## src/rtl/btnrep_pkg.sv

```systemverilog
package btnrep_pkg;

   localparam int BUTTON_BITS   = 16;
   localparam int WINDOW_FRAMES = 30;
   localparam int SAMPLE_PERIOD = 6;

   localparam int COUNT_BITS  = 8;
   localparam int SEL_BITS    = $clog2(BUTTON_BITS);
   localparam int SLOT_BITS   = $clog2(WINDOW_FRAMES);
   localparam int SUM_BITS    = $clog2(WINDOW_FRAMES + 1);
   localparam int PHASE_BITS  = (SAMPLE_PERIOD > 1) ? $clog2(SAMPLE_PERIOD) : 1;
   localparam int RATE_BITS   = 7;
   localparam int ADDR_BITS   = 5;
   localparam int DATA_BITS   = 32;
   localparam int RSP_BITS    = 80;

   localparam logic [COUNT_BITS-1:0]  RESET_INTERVAL = 8'd4;
   localparam logic [COUNT_BITS-1:0]  RESET_DELAY    = 8'd5;
   localparam logic [BUTTON_BITS-1:0] RESET_TRACKED  = 16'hFFFF;
   localparam logic [SEL_BITS-1:0]    RESET_FIRST    = 4'd8;
   localparam logic [SEL_BITS-1:0]    RESET_SECOND   = 4'd9;
   localparam logic [COUNT_BITS-1:0]  COUNT_MAX      = 8'hFF;

   typedef enum logic [2:0] {
      REG_REPEAT_INTERVAL = 3'd0,
      REG_HOLD_DELAY      = 3'd1,
      REG_TRACKED_MASK    = 3'd2,
      REG_FIRST_RATE_BIT  = 3'd3,
      REG_SECOND_RATE_BIT = 3'd4
   } reg_index_type;

   typedef struct packed {
      logic [COUNT_BITS-1:0]  repeat_interval;
      logic [COUNT_BITS-1:0]  hold_delay;
      logic [BUTTON_BITS-1:0] tracked_mask;
      logic [SEL_BITS-1:0]    first_rate_bit;
      logic [SEL_BITS-1:0]    second_rate_bit;
   } cfg_type;

endpackage

```

## src/rtl/button_autorepeat_press_rate_core.sv

```systemverilog
// A result is offered once its input has passed the input register, then the result
// register. Throughput: one item per cycle while rsp_tready does not stall the result; the
// per-button counters and the window sums update together as an item advances, so items
// follow back to back, and the result register frees as it is taken. Reset is synchronous
// and active high: counters, windows, sums, the previous button word, the valid flags and
// the configuration registers return to their reset values; no clearing pass is needed.
module button_autorepeat_press_rate_core
   import btnrep_pkg::*;
(
   input  logic                   clock,
   input  logic                   reset,
   input  logic                   req_tvalid,
   output logic                   req_tready,
   input  logic [BUTTON_BITS-1:0] req_tdata,   // [15:0] raw_buttons
   input  logic                   req_tuser,   // [0] menu_open
   output logic                   rsp_tvalid,
   input  logic                   rsp_tready,
   // [15:0] held_mask, [31:16] trigger_mask, [47:32] repeat_mask,
   // [54:48] first_rate_count, [61:55] second_rate_count, [77:62] passed_buttons
   output logic [RSP_BITS-1:0]    rsp_tdata,
   input  logic                   csr_psel,
   input  logic                   csr_penable,
   input  logic                   csr_pwrite,
   input  logic [ADDR_BITS-1:0]   csr_paddr,
   input  logic [DATA_BITS-1:0]   csr_pwdata,
   output logic [DATA_BITS-1:0]   csr_prdata,
   output logic                   csr_pready
);

   cfg_type                cfg;
   logic                   in_valid_ff;
   logic [BUTTON_BITS-1:0] in_raw_ff;
   logic                   in_menu_ff;
   logic                   out_valid_ff;
   logic [RSP_BITS-1:0]    out_data_ff;
   logic [RSP_BITS-1:0]    out_data_in;
   logic                   out_free;
   logic                   advance;
   logic [BUTTON_BITS-1:0] rise, repeat_bits;
   logic [SUM_BITS-1:0]    first_count, second_count;

   assign out_free   = !out_valid_ff || rsp_tready;
   assign advance    = in_valid_ff && out_free;
   assign req_tready = !in_valid_ff || advance;
   assign rsp_tvalid = out_valid_ff;
   assign rsp_tdata  = out_data_ff;

   btnrep_csr u_csr (
      .clock       (clock),
      .reset       (reset),
      .csr_psel    (csr_psel),
      .csr_penable (csr_penable),
      .csr_pwrite  (csr_pwrite),
      .csr_paddr   (csr_paddr),
      .csr_pwdata  (csr_pwdata),
      .csr_prdata  (csr_prdata),
      .csr_pready  (csr_pready),
      .cfg         (cfg)
   );

   btnrep_typematic u_typematic (
      .clock       (clock),
      .reset       (reset),
      .advance     (advance),
      .raw         (in_raw_ff),
      .cfg         (cfg),
      .rise        (rise),
      .repeat_bits (repeat_bits)
   );

   btnrep_rate u_rate (
      .clock        (clock),
      .reset        (reset),
      .advance      (advance),
      .rise         (rise),
      .menu_open    (in_menu_ff),
      .cfg          (cfg),
      .first_count  (first_count),
      .second_count (second_count)
   );

   always_comb begin
      out_data_in = '0;
      out_data_in[15:0]  = in_raw_ff & cfg.tracked_mask;
      out_data_in[31:16] = rise & cfg.tracked_mask;
      out_data_in[47:32] = repeat_bits & cfg.tracked_mask;
      out_data_in[54:48] = RATE_BITS'(first_count);
      out_data_in[61:55] = RATE_BITS'(second_count);
      out_data_in[77:62] = in_menu_ff ? '0 : in_raw_ff;
   end

   always_ff @(posedge clock) begin
      if (reset) begin
         in_valid_ff  <= 1'b0;
         out_valid_ff <= 1'b0;
      end else begin
         if (req_tready) begin
            in_valid_ff <= req_tvalid;
         end
         if (out_free) begin
            out_valid_ff <= in_valid_ff;
         end
      end
   end

   always_ff @(posedge clock) begin
      if (req_tvalid && req_tready) begin
         in_raw_ff  <= req_tdata;
         in_menu_ff <= req_tuser;
      end
      if (advance) begin
         out_data_ff <= out_data_in;
      end
   end

   a_trigger_held: assert property (@(posedge clock) disable iff (reset)
      rsp_tvalid |-> ((rsp_tdata[31:16] & ~rsp_tdata[15:0]) == '0))
      else $error("trigger mask has a button that is not held");

   a_trigger_repeats: assert property (@(posedge clock) disable iff (reset)
      rsp_tvalid |-> ((rsp_tdata[31:16] & ~rsp_tdata[47:32]) == '0))
      else $error("press frame did not give a repeat pulse");

   a_repeat_held: assert property (@(posedge clock) disable iff (reset)
      rsp_tvalid |-> ((rsp_tdata[47:32] & ~rsp_tdata[15:0]) == '0))
      else $error("repeat pulse on a button that is not held");

   a_count_range: assert property (@(posedge clock) disable iff (reset)
      rsp_tvalid |-> ((rsp_tdata[54:48] <= RATE_BITS'(WINDOW_FRAMES)) &&
                      (rsp_tdata[61:55] <= RATE_BITS'(WINDOW_FRAMES))))
      else $error("press count exceeds the window length");

endmodule

```

## src/rtl/btnrep_csr.sv

```systemverilog
module btnrep_csr
   import btnrep_pkg::*;
(
   input  logic                 clock,
   input  logic                 reset,
   input  logic                 csr_psel,
   input  logic                 csr_penable,
   input  logic                 csr_pwrite,
   input  logic [ADDR_BITS-1:0] csr_paddr,
   input  logic [DATA_BITS-1:0] csr_pwdata,
   output logic [DATA_BITS-1:0] csr_prdata,
   output logic                 csr_pready,
   output cfg_type              cfg
);

   cfg_type       cfg_ff;
   reg_index_type index;
   logic          write_en;

   assign index      = reg_index_type'(csr_paddr[ADDR_BITS-1:2]);
   assign write_en   = csr_psel && csr_penable && csr_pwrite && csr_pready;
   assign csr_pready = 1'b1;
   assign cfg        = cfg_ff;

   always_ff @(posedge clock) begin
      if (reset) begin
         cfg_ff.repeat_interval <= RESET_INTERVAL;
         cfg_ff.hold_delay      <= RESET_DELAY;
         cfg_ff.tracked_mask    <= RESET_TRACKED;
         cfg_ff.first_rate_bit  <= RESET_FIRST;
         cfg_ff.second_rate_bit <= RESET_SECOND;
      end else if (write_en) begin
         case (index)
            REG_REPEAT_INTERVAL: cfg_ff.repeat_interval <= csr_pwdata[COUNT_BITS-1:0];
            REG_HOLD_DELAY:      cfg_ff.hold_delay      <= csr_pwdata[COUNT_BITS-1:0];
            REG_TRACKED_MASK:    cfg_ff.tracked_mask    <= csr_pwdata[BUTTON_BITS-1:0];
            REG_FIRST_RATE_BIT:  cfg_ff.first_rate_bit  <= csr_pwdata[SEL_BITS-1:0];
            REG_SECOND_RATE_BIT: cfg_ff.second_rate_bit <= csr_pwdata[SEL_BITS-1:0];
            default: ;
         endcase
      end
   end

   always_comb begin
      csr_prdata = '0;
      case (index)
         REG_REPEAT_INTERVAL: csr_prdata = DATA_BITS'(cfg_ff.repeat_interval);
         REG_HOLD_DELAY:      csr_prdata = DATA_BITS'(cfg_ff.hold_delay);
         REG_TRACKED_MASK:    csr_prdata = DATA_BITS'(cfg_ff.tracked_mask);
         REG_FIRST_RATE_BIT:  csr_prdata = DATA_BITS'(cfg_ff.first_rate_bit);
         REG_SECOND_RATE_BIT: csr_prdata = DATA_BITS'(cfg_ff.second_rate_bit);
         default:             csr_prdata = '0;
      endcase
   end

endmodule

```

## src/rtl/btnrep_typematic.sv

```systemverilog
module btnrep_typematic
   import btnrep_pkg::*;
(
   input  logic                   clock,
   input  logic                   reset,
   input  logic                   advance,
   input  logic [BUTTON_BITS-1:0] raw,
   input  cfg_type                cfg,
   output logic [BUTTON_BITS-1:0] rise,
   output logic [BUTTON_BITS-1:0] repeat_bits
);

   logic [BUTTON_BITS-1:0] prev_ff;
   logic [COUNT_BITS-1:0]  held_ff  [BUTTON_BITS];
   logic [COUNT_BITS-1:0]  phase_ff [BUTTON_BITS];
   logic [COUNT_BITS-1:0]  held_in  [BUTTON_BITS];
   logic [COUNT_BITS-1:0]  phase_in [BUTTON_BITS];
   logic [COUNT_BITS-1:0]  interval;

   assign rise     = raw & ~prev_ff;
   // A zero interval behaves as one: a pulse on every frame past the delay.
   assign interval = (cfg.repeat_interval == '0) ? COUNT_BITS'(1) : cfg.repeat_interval;

   always_comb begin
      for (int i = 0; i < BUTTON_BITS; i++) begin
         if (rise[i]) begin
            held_in[i]  = '0;
            phase_in[i] = '0;
         end else begin
            held_in[i]  = (held_ff[i] == COUNT_MAX) ? COUNT_MAX : held_ff[i] + 1'b1;
            phase_in[i] = (({1'b0, phase_ff[i]} + 1'b1) >= {1'b0, interval}) ?
                          '0 : phase_ff[i] + 1'b1;
         end
         repeat_bits[i] = raw[i] && ((held_in[i] == '0) ||
                          ((held_in[i] > cfg.hold_delay) && (phase_in[i] == '0)));
      end
   end

   always_ff @(posedge clock) begin
      if (reset) begin
         prev_ff <= '0;
         for (int i = 0; i < BUTTON_BITS; i++) begin
            held_ff[i]  <= '0;
            phase_ff[i] <= '0;
         end
      end else if (advance) begin
         prev_ff <= raw;
         for (int i = 0; i < BUTTON_BITS; i++) begin
            held_ff[i]  <= held_in[i];
            phase_ff[i] <= phase_in[i];
         end
      end
   end

endmodule

```

## src/rtl/btnrep_rate.sv

```systemverilog
module btnrep_rate
   import btnrep_pkg::*;
(
   input  logic                   clock,
   input  logic                   reset,
   input  logic                   advance,
   input  logic [BUTTON_BITS-1:0] rise,
   input  logic                   menu_open,
   input  cfg_type                cfg,
   output logic [SUM_BITS-1:0]    first_count,
   output logic [SUM_BITS-1:0]    second_count
);

   logic [WINDOW_FRAMES-1:0] first_win_ff, second_win_ff;
   logic [SUM_BITS-1:0]      first_sum_ff, second_sum_ff;
   logic [SUM_BITS-1:0]      first_pub_ff, second_pub_ff;
   logic [SLOT_BITS-1:0]     slot_ff;
   logic [PHASE_BITS-1:0]    phase_ff;
   logic [SUM_BITS-1:0]      first_sum_in, second_sum_in;
   logic                     first_mark, second_mark;
   logic                     publish;

   assign first_mark  = !menu_open && rise[cfg.first_rate_bit];
   assign second_mark = !menu_open && rise[cfg.second_rate_bit];
   assign publish     = (phase_ff == '0);

   // The slot being overwritten leaves the sum as the new mark enters it.
   assign first_sum_in  = first_sum_ff - SUM_BITS'(first_win_ff[slot_ff])
                          + SUM_BITS'(first_mark);
   assign second_sum_in = second_sum_ff - SUM_BITS'(second_win_ff[slot_ff])
                          + SUM_BITS'(second_mark);

   // The published sum is taken before this frame's slot is written.
   assign first_count  = publish ? first_sum_ff  : first_pub_ff;
   assign second_count = publish ? second_sum_ff : second_pub_ff;

   always_ff @(posedge clock) begin
      if (reset) begin
         first_win_ff  <= '0;
         second_win_ff <= '0;
         first_sum_ff  <= '0;
         second_sum_ff <= '0;
         first_pub_ff  <= '0;
         second_pub_ff <= '0;
         slot_ff       <= '0;
         phase_ff      <= '0;
      end else if (advance) begin
         first_win_ff[slot_ff]  <= first_mark;
         second_win_ff[slot_ff] <= second_mark;
         first_sum_ff  <= first_sum_in;
         second_sum_ff <= second_sum_in;
         first_pub_ff  <= first_count;
         second_pub_ff <= second_count;
         slot_ff  <= (slot_ff == SLOT_BITS'(WINDOW_FRAMES - 1)) ? '0 : slot_ff + 1'b1;
         phase_ff <= (phase_ff == PHASE_BITS'(SAMPLE_PERIOD - 1)) ? '0 : phase_ff + 1'b1;
      end
   end

endmodule
```

## config.mk

```make
export PLATFORM = sky130hd
export DESIGN_NAME = button_autorepeat_press_rate_core
export DESIGN_NICKNAME = d
export VERILOG_FILES = /design/src/rtl/btnrep_pkg.sv /design/src/rtl/button_autorepeat_press_rate_core.sv /design/src/rtl/btnrep_csr.sv /design/src/rtl/btnrep_typematic.sv /design/src/rtl/btnrep_rate.sv
export SDC_FILE = /design/constraint.sdc
export NUM_CORES = 1
export LEC_CHECK = 0
export BUFFER_PORTS_ARGS = -buffer_cell sky130_fd_sc_hd__buf_2
export CAP_MARGIN = 30
export CELL_PAD_IN_SITES_DETAIL_PLACEMENT = 1
export CELL_PAD_IN_SITES_GLOBAL_PLACEMENT = 1
export CORE_ASPECT_RATIO = 0.75
export CORE_MARGIN = 2
export CORE_UTILIZATION = 45
export CTS_CLUSTER_DIAMETER = 200
export CTS_CLUSTER_SIZE = 25
export DETAILED_ROUTE_END_ITERATION = 7
export GPL_TIMING_DRIVEN = 0
export PLACE_DENSITY = 0.77
export SYNTH_ARGS = -nofsm -noshare
export SYNTH_HDL_FRONTEND = slang
export SYNTH_SLANG_ARGS = --single-unit
```

## constraint.sdc

```tcl
create_clock -name clock -period 8.8 [get_ports clock]
set_input_delay 0.44 -clock clock [delete_from_list [all_inputs] [get_ports clock]]
set_output_delay 0.44 -clock clock [all_outputs]
set_load 0.1 [all_outputs]
```

Yosys cells after proc, flatten, opt, wreduce, memory -nomap -nowiden --
Memory sizes are Yosys's and may differ from the RTL's. Index checks and enable logic that the tools add are counted.
Storage, ports and cells: register bits after elaboration 237, memory bits (writable) 256, memories kept 2
Cells by class: add/subtract/negate cells 54, order comparisons 36, equal/unequal tests 22, muxes and demuxes 119, bitwise operators 37, reduce and logical (&&, ||, !) cells 100
Memory list:
- u_typematic.held_ff | depth 16, bits a word 8, rd ports 16, clocked after Yosys merged registers in 0, wr ports 16, line btnrep_typematic.sv:14 | logic [COUNT_BITS-1:0] held_ff [BUTTON_BITS];
- u_typematic.phase_ff | depth 16, bits a word 8, rd ports 16, clocked after Yosys merged registers in 0, wr ports 16, line btnrep_typematic.sv:15 | logic [COUNT_BITS-1:0] phase_ff [BUTTON_BITS];
Operators by type and width (number):
- $mux W8 | 97
- $logic_not A8 Y1 | 33
- $add A8 B1 Y8 const B | 32
- $add A8 B1 Y9 const B | 16
- $ge A9 B8 Y1 | 16
- $eq A8 B8 Y1 const B | 16
- $gt A8 B8 Y1 | 16
- $pmux W16 S5 | 1
- $and A16 B16 Y16 | 4
- $bwmux W30 | 2
- $logic_and A1 B1 Y1 | 39
- $or A1 B1 Y1 | 32
- $logic_or A1 B1 Y1 | 18
- $not A16 Y16 | 1
- $mux W5 | 3
- $add A5 B1 Y5 | 2
- $bmux W1 S5 | 2
- $lt A4 B5 Y1 const B | 2
- $mux W1 | 10
- $reduce_and A2 Y1 | 5
- $sub A5 B1 Y5 | 2
- $bmux W1 S4 | 2
- $eq A3 B2 Y1 const B | 2
- $eq A3 B3 Y1 const B | 2
- 10 further kinds | 13

Logic depth before layout (Yosys ltp) --
Gate-level depths: netlist of the first run.
depth in word-level cells 10, gate-level depth with buffers 17, gate-level depth less buffers 15

By module --
Synthesis of the first run repeated with hierarchy kept, for this count alone.
Second synthesis, totals: cells, all modules 3285, area, all modules 32185.9 sq um
Modules (own cells, without submodules):
- btnrep_typematic | instances 1, cells each 2309, area each 21675.8 sq um
- btnrep_rate | instances 1, cells each 568, area each 5068.6 sq um
- button_autorepeat_press_rate_core | instances 1, cells each 173, area each 3299.4 sq um
- btnrep_csr | instances 1, cells each 235, area each 2142.1 sq um

Least setup slack after synthesis of the first run --
Ideal clock, no wire load.
kind reg2reg, start register out_valid_ff (netlist: rsp_tvalid), end memory u_typematic.held_ff[0][0], enable pin, library setup time 1973 ps, arrival time 5887 ps, data required time 6827 ps, slack 940 ps, cell stages (with the launch flop) 5, path buffers 1, period minus slack after synthesis 7860 ps, path through dfxtp_1 > nor2b_1 > nand2b_1 > clkbuf_1 > nand2b_1
RTL lines:
- start: declaration | line button_autorepeat_press_rate_core.sv:34 | logic out_valid_ff;
- start signal: assignment | line button_autorepeat_press_rate_core.sv:101 | out_valid_ff <= in_valid_ff;
- end: declaration | line btnrep_typematic.sv:14

Final worst setup path of the first run --
start register u_rate.slot_ff[1], end register u_rate.second_sum_ff[4]
On the way: cells in the longest elaborated chain, start to end 4
RTL lines:
- start: declaration | line btnrep_rate.sv:17 | logic [SLOT_BITS-1:0] slot_ff;
- start signal: assignment | line btnrep_rate.sv:54 | slot_ff <= (slot_ff == SLOT_BITS'(WINDOW_FRAMES - 1)) ? '0 : slot_ff + 1'b1;
- $bmux W1 S5 | line btnrep_rate.sv:30 | assign second_sum_in = second_sum_ff - SUM_BITS'(second_win_ff[slot_ff])
- $mux W1 (not written as such) | line btnrep_rate.sv:30
- $sub A5 B1 Y5 | line btnrep_rate.sv:30
- $add A5 B1 Y5 | line btnrep_rate.sv:31 | + SUM_BITS'(second_mark);
- end signal: assignment | line btnrep_rate.sv:51 | second_sum_ff <= second_sum_in;
- end: declaration | line btnrep_rate.sv:15 | logic [SUM_BITS-1:0] first_sum_ff, second_sum_ff;
No other way between the ends. The select of a mux whose other input is x is not followed. A chain may end at the register's enable or synchronous reset.

==> impl_metrics.csv, run 1 <==
group,metric,value,unit
timing,timing.final.crit_period,4.81,ns
critical_path,crit_required,9.25,ns
yosys,netlist-cell-type-count,83,
yosys,synthDominantAreaCellType,"sky130_fd_sc_hd__edfxtp_1",
floorplanning,core_area,68900,um2
flow_run,number_of_maximum_capacitance_violations,0,
yosys,ys_seq_elements,493,
yosys,synth_mux_area_frac,0.0338,
yosys,synth_async_sr_flop_share,0,
floorplanning,chipWidth,309,um
route,route.detailed.wl_per_inst,23.6,um
critical_path,critical_path.max_fanout,10,
timing,clock_skew,0.0242,ns
clock_network,cts_num_sinks,493,
route,routed_via_density,6.07,
yosys,average_size_of_a_mapped_cell,9.88,um2
yosys,dominant_combinational_cell_family_by_area_after_synthesis,"simple AND/OR/NAND/NOR gates",
floorplanning,floorplan.die_area,72100,um2
clock_network,tritoncts,"done",
final_layout,layout-area-overhead-vs-synth,10.2,%
yosys,synthSimpleGateAreaFrac,0.220,
yosys,synthesized_area_fraction_occupied_by_adder_cells,0.118,
timing,actual_slew_at_the_worst_max_slew_pin,1.11,ns
clock_network,cts-buffers-inserted,23,
critical_path,critPathCaptureType,"flip-flop",
floorplanning,floorplan.die.height,233,um
route,route.antenna.remaining_nets,0,
global_route,antenna_found_initial,10,
global_route,via_count_of_the_first_global_routing_pass,27100,
route,vias,26400,
final_layout,mostFrequentLayoutCells,"347 x sky130_fd_sc_hd__edfxtp_1, 297 x sky130_fd_sc_hd__nor2_1, 286 x sky130_fd_sc_hd__ha_1",
clock_network,worstSkewPairLatency,0.61,ns
yosys,yosys_warnings,0,
yosys,post_synth_xor_area_fraction,0.0456,
timing,maxClockFrequency,208,MHz
yosys,ys_top_cells_by_area,"sky130_fd_sc_hd__edfxtp_1 33%, sky130_fd_sc_hd__ha_1 11%, sky130_fd_sc_hd__dfxtp_1 9.3%",
route,drcViolationCount,0,
clock_network,cts-root-to-sink-buffers,3,
yosys,netlist.area_leader.share,0.331,
clock_network,clkTransAtPathRegs,0.11,ns
global_route,pin_count_of_the_biggest_net_entering_global_routing,66,
final_layout,finish.cell_count_without_fillers,4354,
route,drt-initial-drc-count,2057,
floorplanning,initial_core_util,0.457,
place,post-place-cells,4299,
yosys,synth.yosys.seq_area_share,0.424,
timing,rsz0062_at_grt,"false",
floorplanning,std_cell_rows,83,
place,hpwl,77800,um
power_and_ir_drop,power_density,149,nW/um2
critical_path,critPathKind,"flip-flop to flip-flop",
critical_path,reg2regPathDepth,16,
global_route,grt_total_ovfl,0,
yosys,post_synthesis_compound_gate_area_fraction,0.119,
min_path,holdPathStages,1,
timing,finalHoldWorstSlack,0.0170,ns
final_layout,design.final.nets,3744,
timing,final-max-slew-violation-count,0,
power_and_ir_drop,max-vdd-ir-drop,135,uV
timing,setup-violations-final,0,
place,place_worst_setup_slack,4.11,ns
clock_network,clk_tree_root_cell,"sky130_fd_sc_hd__clkbuf_16",
status,outcome,"complete, no violations",
route,drt-total-wl,103000,um
power_and_ir_drop,p_total,5.17,mW
final_layout,most_frequent_standard_cell_in_the_layout_excluding_fill_and_tap_cells,"sky130_fd_sc_hd__edfxtp_1",
timing,fin_ws,3.99,ns
yosys,post_synth_edffs,347,
floorplanning,design.portCount,176,
critical_path,crit_arrival,5.26,ns
timing,hold_viol_final,0,
power_and_ir_drop,leakagePower,13.6,nW
min_path,hold_path.class,"input pin to flip-flop",
timing,layout_worst_path_cycle_share,0.547,
timing,worst_slew_margin_rel,0.258,
place,gp_congestion,0.931,
yosys,synth-main-ff-cell,"sky130_fd_sc_hd__edfxtp_1",
critical_path,worst_setup_path_start_kind,"flip-flop",
route,drt_first_pass_iters,7,
clock_network,htree_levels,1,
yosys,cell_area_after_technology_mapping,31500,um2
place,io_buffers,133,
final_layout,drive_gt1_frac,0.0956,
global_route,grt_pass1_wl,159000,um
global_route,grt_usage,0.281,
yosys,syn_inst,3186,
area by class of cell:
cell class | instances | area, um2
diodes | 8 | 20.0
plain buffers | 140 | 732
clock buffers | 40 | 639
clock inverters | 1 | 8.76
fillers | 7719 | 34100
inverters | 138 | 518
multi-input cells | 2436 | 17000
flip-flops and latches | 493 | 13300
well taps | 935 | 1170
repair buffers | 163 | 1290
Yosys cell counts, drive strengths merged, types with 13 or more instances:
library cell    n
a211o          34
a211oi         16
a21o           45
a21oi         172
a31oi          34
and2           59
and3           68
and4           20
buf            50
clkbuf         90
dfxtp         146
edfxtp        347
ha            286
inv           138
mux2i          41
mux4           24
nand2         159
nand2b         44
nand3         180
nand3b         62
nand4          62
nor2          302
nor2b         174
nor3           87
nor3b          16
nor4           13
o211ai         13
o21a           19
o21ai         134
o31ai          16
or2            16
or3            14
xnor2          97
xor2           67
path summary, 6_finish.rpt:
check / start / endpoint / slack, ns
max: u_rate.slot_ff[1] / u_rate.second_sum_ff[4] / 3.99
min: req_tdata[8] / in_raw_ff[8] / 0.02
max reg2reg: u_rate.slot_ff[1] / u_rate.second_sum_ff[4] / 3.99
min reg2reg: u_rate.second_sum_ff[3] / u_rate.second_sum_ff[3] / 0.48
through the flow:
step	TNS (ns)	util	instance area, um2
detailed placement	0	0.494	34000
floorplan	0	-	31600
global route	0	0.504	34700
CTS	0	0.504	34700
global placement	-821.28	0.485	33400
finish	0	0.504	34700
worst max-delay path, stage by stage, from the launching register on:
cell                       delay, ns
sky130_fd_sc_hd__dfxtp_1        0.38
sky130_fd_sc_hd__clkbuf_1       0.61
sky130_fd_sc_hd__clkbuf_1       0.65
sky130_fd_sc_hd__mux4_2         0.40
sky130_fd_sc_hd__a22oi_1        0.21
sky130_fd_sc_hd__nand4_1        0.21
sky130_fd_sc_hd__ha_1           0.33
sky130_fd_sc_hd__inv_1          0.07
sky130_fd_sc_hd__ha_1           0.18
sky130_fd_sc_hd__inv_1          0.06
sky130_fd_sc_hd__fa_1           0.41
sky130_fd_sc_hd__nor2b_1        0.16
sky130_fd_sc_hd__o21ai_0        0.11
sky130_fd_sc_hd__and3_1         0.19
sky130_fd_sc_hd__o21ai_0        0.44
sky130_fd_sc_hd__xor2_1         0.19
sky130_fd_sc_hd__nor2_1         0.06
report_power, final:
group | internal (mW) | switching (mW)
registers | 2.62 | 0.125
logic | 0.364 | 0.761
clock network | 0.503 | 0.796
total | 3.48 | 1.68
sequential cells by signal (all words and copies together) (netlist names):
register	cells
in_menu_ff	1
in_raw_ff	16
in_valid_ff	1
rsp_tdata	74
rsp_tvalid	1
u_csr.cfg	40
u_rate.first_pub_ff	5
u_rate.first_sum_ff	5
u_rate.first_win_ff	30
u_rate.phase_ff	3
u_rate.second_pub_ff	5
u_rate.second_sum_ff	5
u_rate.second_win_ff	30
u_rate.slot_ff	5
u_typematic.held_ff	128
u_typematic.phase_ff	128
u_typematic.prev_ff	16
logic make-up after synthesis:
kind of cell / count (synthesis)
DFF: 493
and+or+nand+nor: 1301
muxes: 75
adders and majority gates: 299
AOI/OAI and AO/OA: 574
buffers and inverters: 278
xor gates and xnor gates: 164
other: 2
metal layers:
layer | up-vias | wire [um] | global-route usage
met2 | 820 | 46700 | 0.450
met5 | - | 43 | 0
met1 | 13400 | 46500 | 0.399
met4 | 6 | 2790 | 0.0763
li1 | 12100 | - | -
met3 | 167 | 6850 | 0.0377
what timing repair did:
action | CTS | global route
endpoints found under the hold margin | 4 | 0
resized for setup | 0 | 0
hold buffers | 4 | 0
setup buffers | 0 | 0
Note: power is estimated with default switching activity, not from simulation.
==> run 2, diff against run 1 <==
ABC_AREA = 1   (was default)
PLACE_DENSITY = 0.8   (was 0.77)
clock period = 4.99 ns   (was 8.8 ns; I/O delays follow)
==> run 2 against run 1 <==
Routed wire length is 1.8% higher; maximum frequency is 16% higher; global-route usage is 0.89 points higher; final cell count is 14% higher; utilization is 0.18 points higher; clock-buffer cell count is 1 lower; critical path depth is 3 higher; power is 80% higher.
==> impl_metrics.csv, run 2 <==
group,metric,value,unit
status,outcome,"complete, no violations",
clock_network,cts_num_sinks,493,
min_path,hold_path.class,"input pin to flip-flop",
route,route.detailed.wl_per_inst,21.1,um
route,vias,28000,
yosys,synthMostInstantiatedCell,"sky130_fd_sc_hd__inv_1",
yosys,synth-main-ff-cell,"sky130_fd_sc_hd__edfxtp_1",
yosys,average_size_of_a_mapped_cell,8.17,um2
final_layout,mostFrequentLayoutCells,"587 x sky130_fd_sc_hd__inv_1, 567 x sky130_fd_sc_hd__nand2_1, 524 x sky130_fd_sc_hd__nor2_1",
clock_network,cts-resized-gates,0,
yosys,synth.yosys.seq_area_share,0.428,
clock_network,tritoncts,"done",
critical_path,regToRegSetupSlack,0.86,ns
yosys,yosys_warnings,0,
timing,clock_skew,0.0264,ns
critical_path,regToRegEndpoint,"u_rate.second_sum_ff[4]",
final_layout,most_frequent_standard_cell_in_the_layout_excluding_fill_and_tap_cells,"sky130_fd_sc_hd__inv_1",
clock_network,cts-buffers-inserted,23,
global_route,grt_total_ovfl,0,
power_and_ir_drop,leakagePower,15.5,nW
place,hpwl,79900,um
clock_network,worstSkewPairLatency,0.61,ns
floorplanning,core_area,68500,um2
final_layout,design.final.nets,4411,
floorplanning,floorplan.die_area,71500,um2
clock_network,clkTransAtPathRegs,0.12,ns
final_layout,largest_registers,"u_typematic.held_ff (128), u_typematic.phase_ff (128), rsp_tdata (74)",
timing,setup-violations-final,0,
yosys,ys_top_cells_by_area,"sky130_fd_sc_hd__edfxtp_1 33%, sky130_fd_sc_hd__ha_1 11%, sky130_fd_sc_hd__dfxtp_1 9.4%",
yosys,synthSimpleGateAreaFrac,0.214,
final_layout,fill_cells,8450,
route,drcViolationCount,0,
timing,worst_slew_margin_rel,0.306,
power_and_ir_drop,max-vdd-ir-drop,227,uV
yosys,syn_inst,3820,
yosys,synthesized_area_fraction_occupied_by_adder_cells,0.116,
global_route,grt_pass1_wl,162000,um
global_route,grt_usage,0.290,
timing,actual_slew_at_the_worst_max_slew_pin,1.04,ns
critical_path,reg2regPathDepth,19,
timing,timing.final.crit_period,4.13,ns
critical_path,startpoint_of_the_lowest_slack_register_to_register_path,"in_raw_ff[0]",
yosys,netlist-cell-type-count,59,
critical_path,worst_setup_path_startpoint,"in_raw_ff[0]",
final_layout,layout-area-overhead-vs-synth,11.1,%
yosys,ys_seq_elements,493,
min_path,holdPathStages,3,
yosys,synth.top_cells.by_count,"588 x sky130_fd_sc_hd__inv_1, 567 x sky130_fd_sc_hd__nand2_1, 524 x sky130_fd_sc_hd__nor2_1",
timing,rsz0062_at_grt,"false",
clock_network,cts-root-to-sink-buffers,3,
global_route,via_count_of_the_first_global_routing_pass,28400,
yosys,post_synth_edffs,347,
clock_network,htree_levels,1,
yosys,post_synthesis_compound_gate_area_fraction,0.121,
timing,layout_worst_path_cycle_share,0.828,
critical_path,crit_arrival,4.67,ns
min_path,worst_hold_startpoint,"csr_pwdata[6]",
floorplanning,floorplan.die.height,232,um
critical_path,critPathKind,"flip-flop to flip-flop",
floorplanning,std_cell_rows,83,
timing,final-max-slew-violation-count,0,
place,io_buffers,134,
final_layout,drive_gt1_frac,0.0677,
power_and_ir_drop,power_density,269,nW/um2
route,drt-initial-drc-count,2263,
floorplanning,design.portCount,176,
yosys,synth_mux_area_frac,0,
yosys,netlist.area_leader.share,0.334,
timing,maxClockFrequency,242,MHz
flow_run,number_of_maximum_capacitance_violations,0,
timing,hold_viol_final,0,
yosys,synth_async_sr_flop_share,0,
yosys,synthDominantAreaCellType,"sky130_fd_sc_hd__edfxtp_1",
critical_path,worst_setup_path_start_kind,"flip-flop",
global_route,antenna_found_initial,6,
yosys,cell_area_after_technology_mapping,31200,um2
global_route,pin_count_of_the_biggest_net_entering_global_routing,104,
yosys,post_synth_xor_area_fraction,0.0312,
clock_network,clk_tree_root_cell,"sky130_fd_sc_hd__clkbuf_16",
route,route.antenna.remaining_nets,0,
critical_path,critPathCaptureType,"flip-flop",
floorplanning,initial_core_util,0.455,
place,gp_congestion,0.913,
route,drt_first_pass_iters,5,
route,drt-total-wl,105000,um
critical_path,crit_required,5.52,ns
min_path,timing.hold.worst_endpoint,"u_csr.cfg[14]",
route,routed_via_density,5.63,
critical_path,critical_path.max_fanout,10,
floorplanning,chipWidth,308,um
yosys,dominant_combinational_cell_family_by_area_after_synthesis,"simple AND/OR/NAND/NOR gates",
final_layout,finish.utilization,0.506,
timing,finalHoldWorstSlack,0.0391,ns
-- run 2: through the flow --
step | instances | setup TNS [ns] | total power, mW | setup slack, ns | cell area [um2]
6_report | 4972 | 0 | 9.32 | 0.857 | 34700
5_1_grt | 4971 | 0 | 9.72 | 0.643 | 34700
4_1_cts | 4970 | 0 | 9.32 | 0.910 | 34700
3_5_place_dp | 4894 | 0 | 7.05 | 0.966 | 33700
3_3_place_gp | 4867 | -473.97 | 6.95 | -1.63 | 33100
2_1_floorplan | 3841 | 0 | 6.42 | 0.121 | 31300
-- run 2: cell type report --
type / count / area [um2] / area share
multi-input cells: 2648 / 15100 / 0.437
flip-flops and latches: 493 / 13300 / 0.385
inverters: 595 / 2250 / 0.0648
repair buffers: 196 / 1600 / 0.0462
well taps: 892 / 1120 / 0.0322
clock buffers: 39 / 636 / 0.0183
plain buffers: 105 / 571 / 0.0165
clock inverters: 2 / 17.5 / 0.000505
diodes: 2 / 5.00 / 0.000144
-- run 2: worst max path at each step --
stage / endpoint / slack [ns] / depth (start not counted)
finish: u_rate.second_sum_ff[4] / 0.86 / 19
global route: u_rate.second_sum_ff[4] / 0.64 / 19
CTS: u_rate.second_sum_ff[4] / 0.91 / 19
detailed placement: u_rate.second_sum_ff[4] / 0.97 / 19
global placement: u_typematic.phase_ff[1][13] / -1.63 / 7
floorplan: u_typematic.held_ff[0][0] / 0.12 / 5
-- run 2: worst max-delay path: stages (launching register included) --
cell                       delay [ns]
sky130_fd_sc_hd__edfxtp_1        0.41
sky130_fd_sc_hd__inv_1           0.10
sky130_fd_sc_hd__nor2_1          0.72
sky130_fd_sc_hd__inv_1           0.33
sky130_fd_sc_hd__nor2_1          0.19
sky130_fd_sc_hd__o221ai_1        0.13
sky130_fd_sc_hd__nand3_1         0.10
sky130_fd_sc_hd__nand3_1         0.27
sky130_fd_sc_hd__buf_2           0.32
sky130_fd_sc_hd__inv_1           0.09
sky130_fd_sc_hd__ha_1            0.16
sky130_fd_sc_hd__inv_1           0.05
sky130_fd_sc_hd__fa_1            0.40
sky130_fd_sc_hd__o21ai_0         0.18
sky130_fd_sc_hd__a21oi_1         0.11
sky130_fd_sc_hd__nand2_1         0.08
sky130_fd_sc_hd__nand2_1         0.05
sky130_fd_sc_hd__nor2_1          0.13
sky130_fd_sc_hd__o21ai_0         0.09
sky130_fd_sc_hd__a21oi_1         0.13
-- run 2: cells by family after synthesis --
family                     after synthesis
AOI/OAI and AO/OA                      662
and+or+nand+nor                       1564
adders and majority gates              288
other                                    2
buffers and inverters                  700
DFF                                    493
xor gates and xnor gates               111
-- run 2: power breakdown --
part           switching [mW]  leakage (nW)  internal [mW]
sequential              0.163          4.78           4.62
clock                    1.41         0.311          0.889
combinational            1.59          10.4          0.646
-- run 2: routing by layer --
metal	share of wire	track usage	wire length, um
met1	0.46	0.406	48500
met2	0.44	0.471	46600
met3	0.063	0.0420	6650
met4	0.028	0.0752	2950
met5	0.00031	0	33
-- run 2: repair_timing --
action | CTS | global route
hold buffers | 35 | 0
hold endpoints to repair | 44 | 0
buffers inserted | 0 | 0
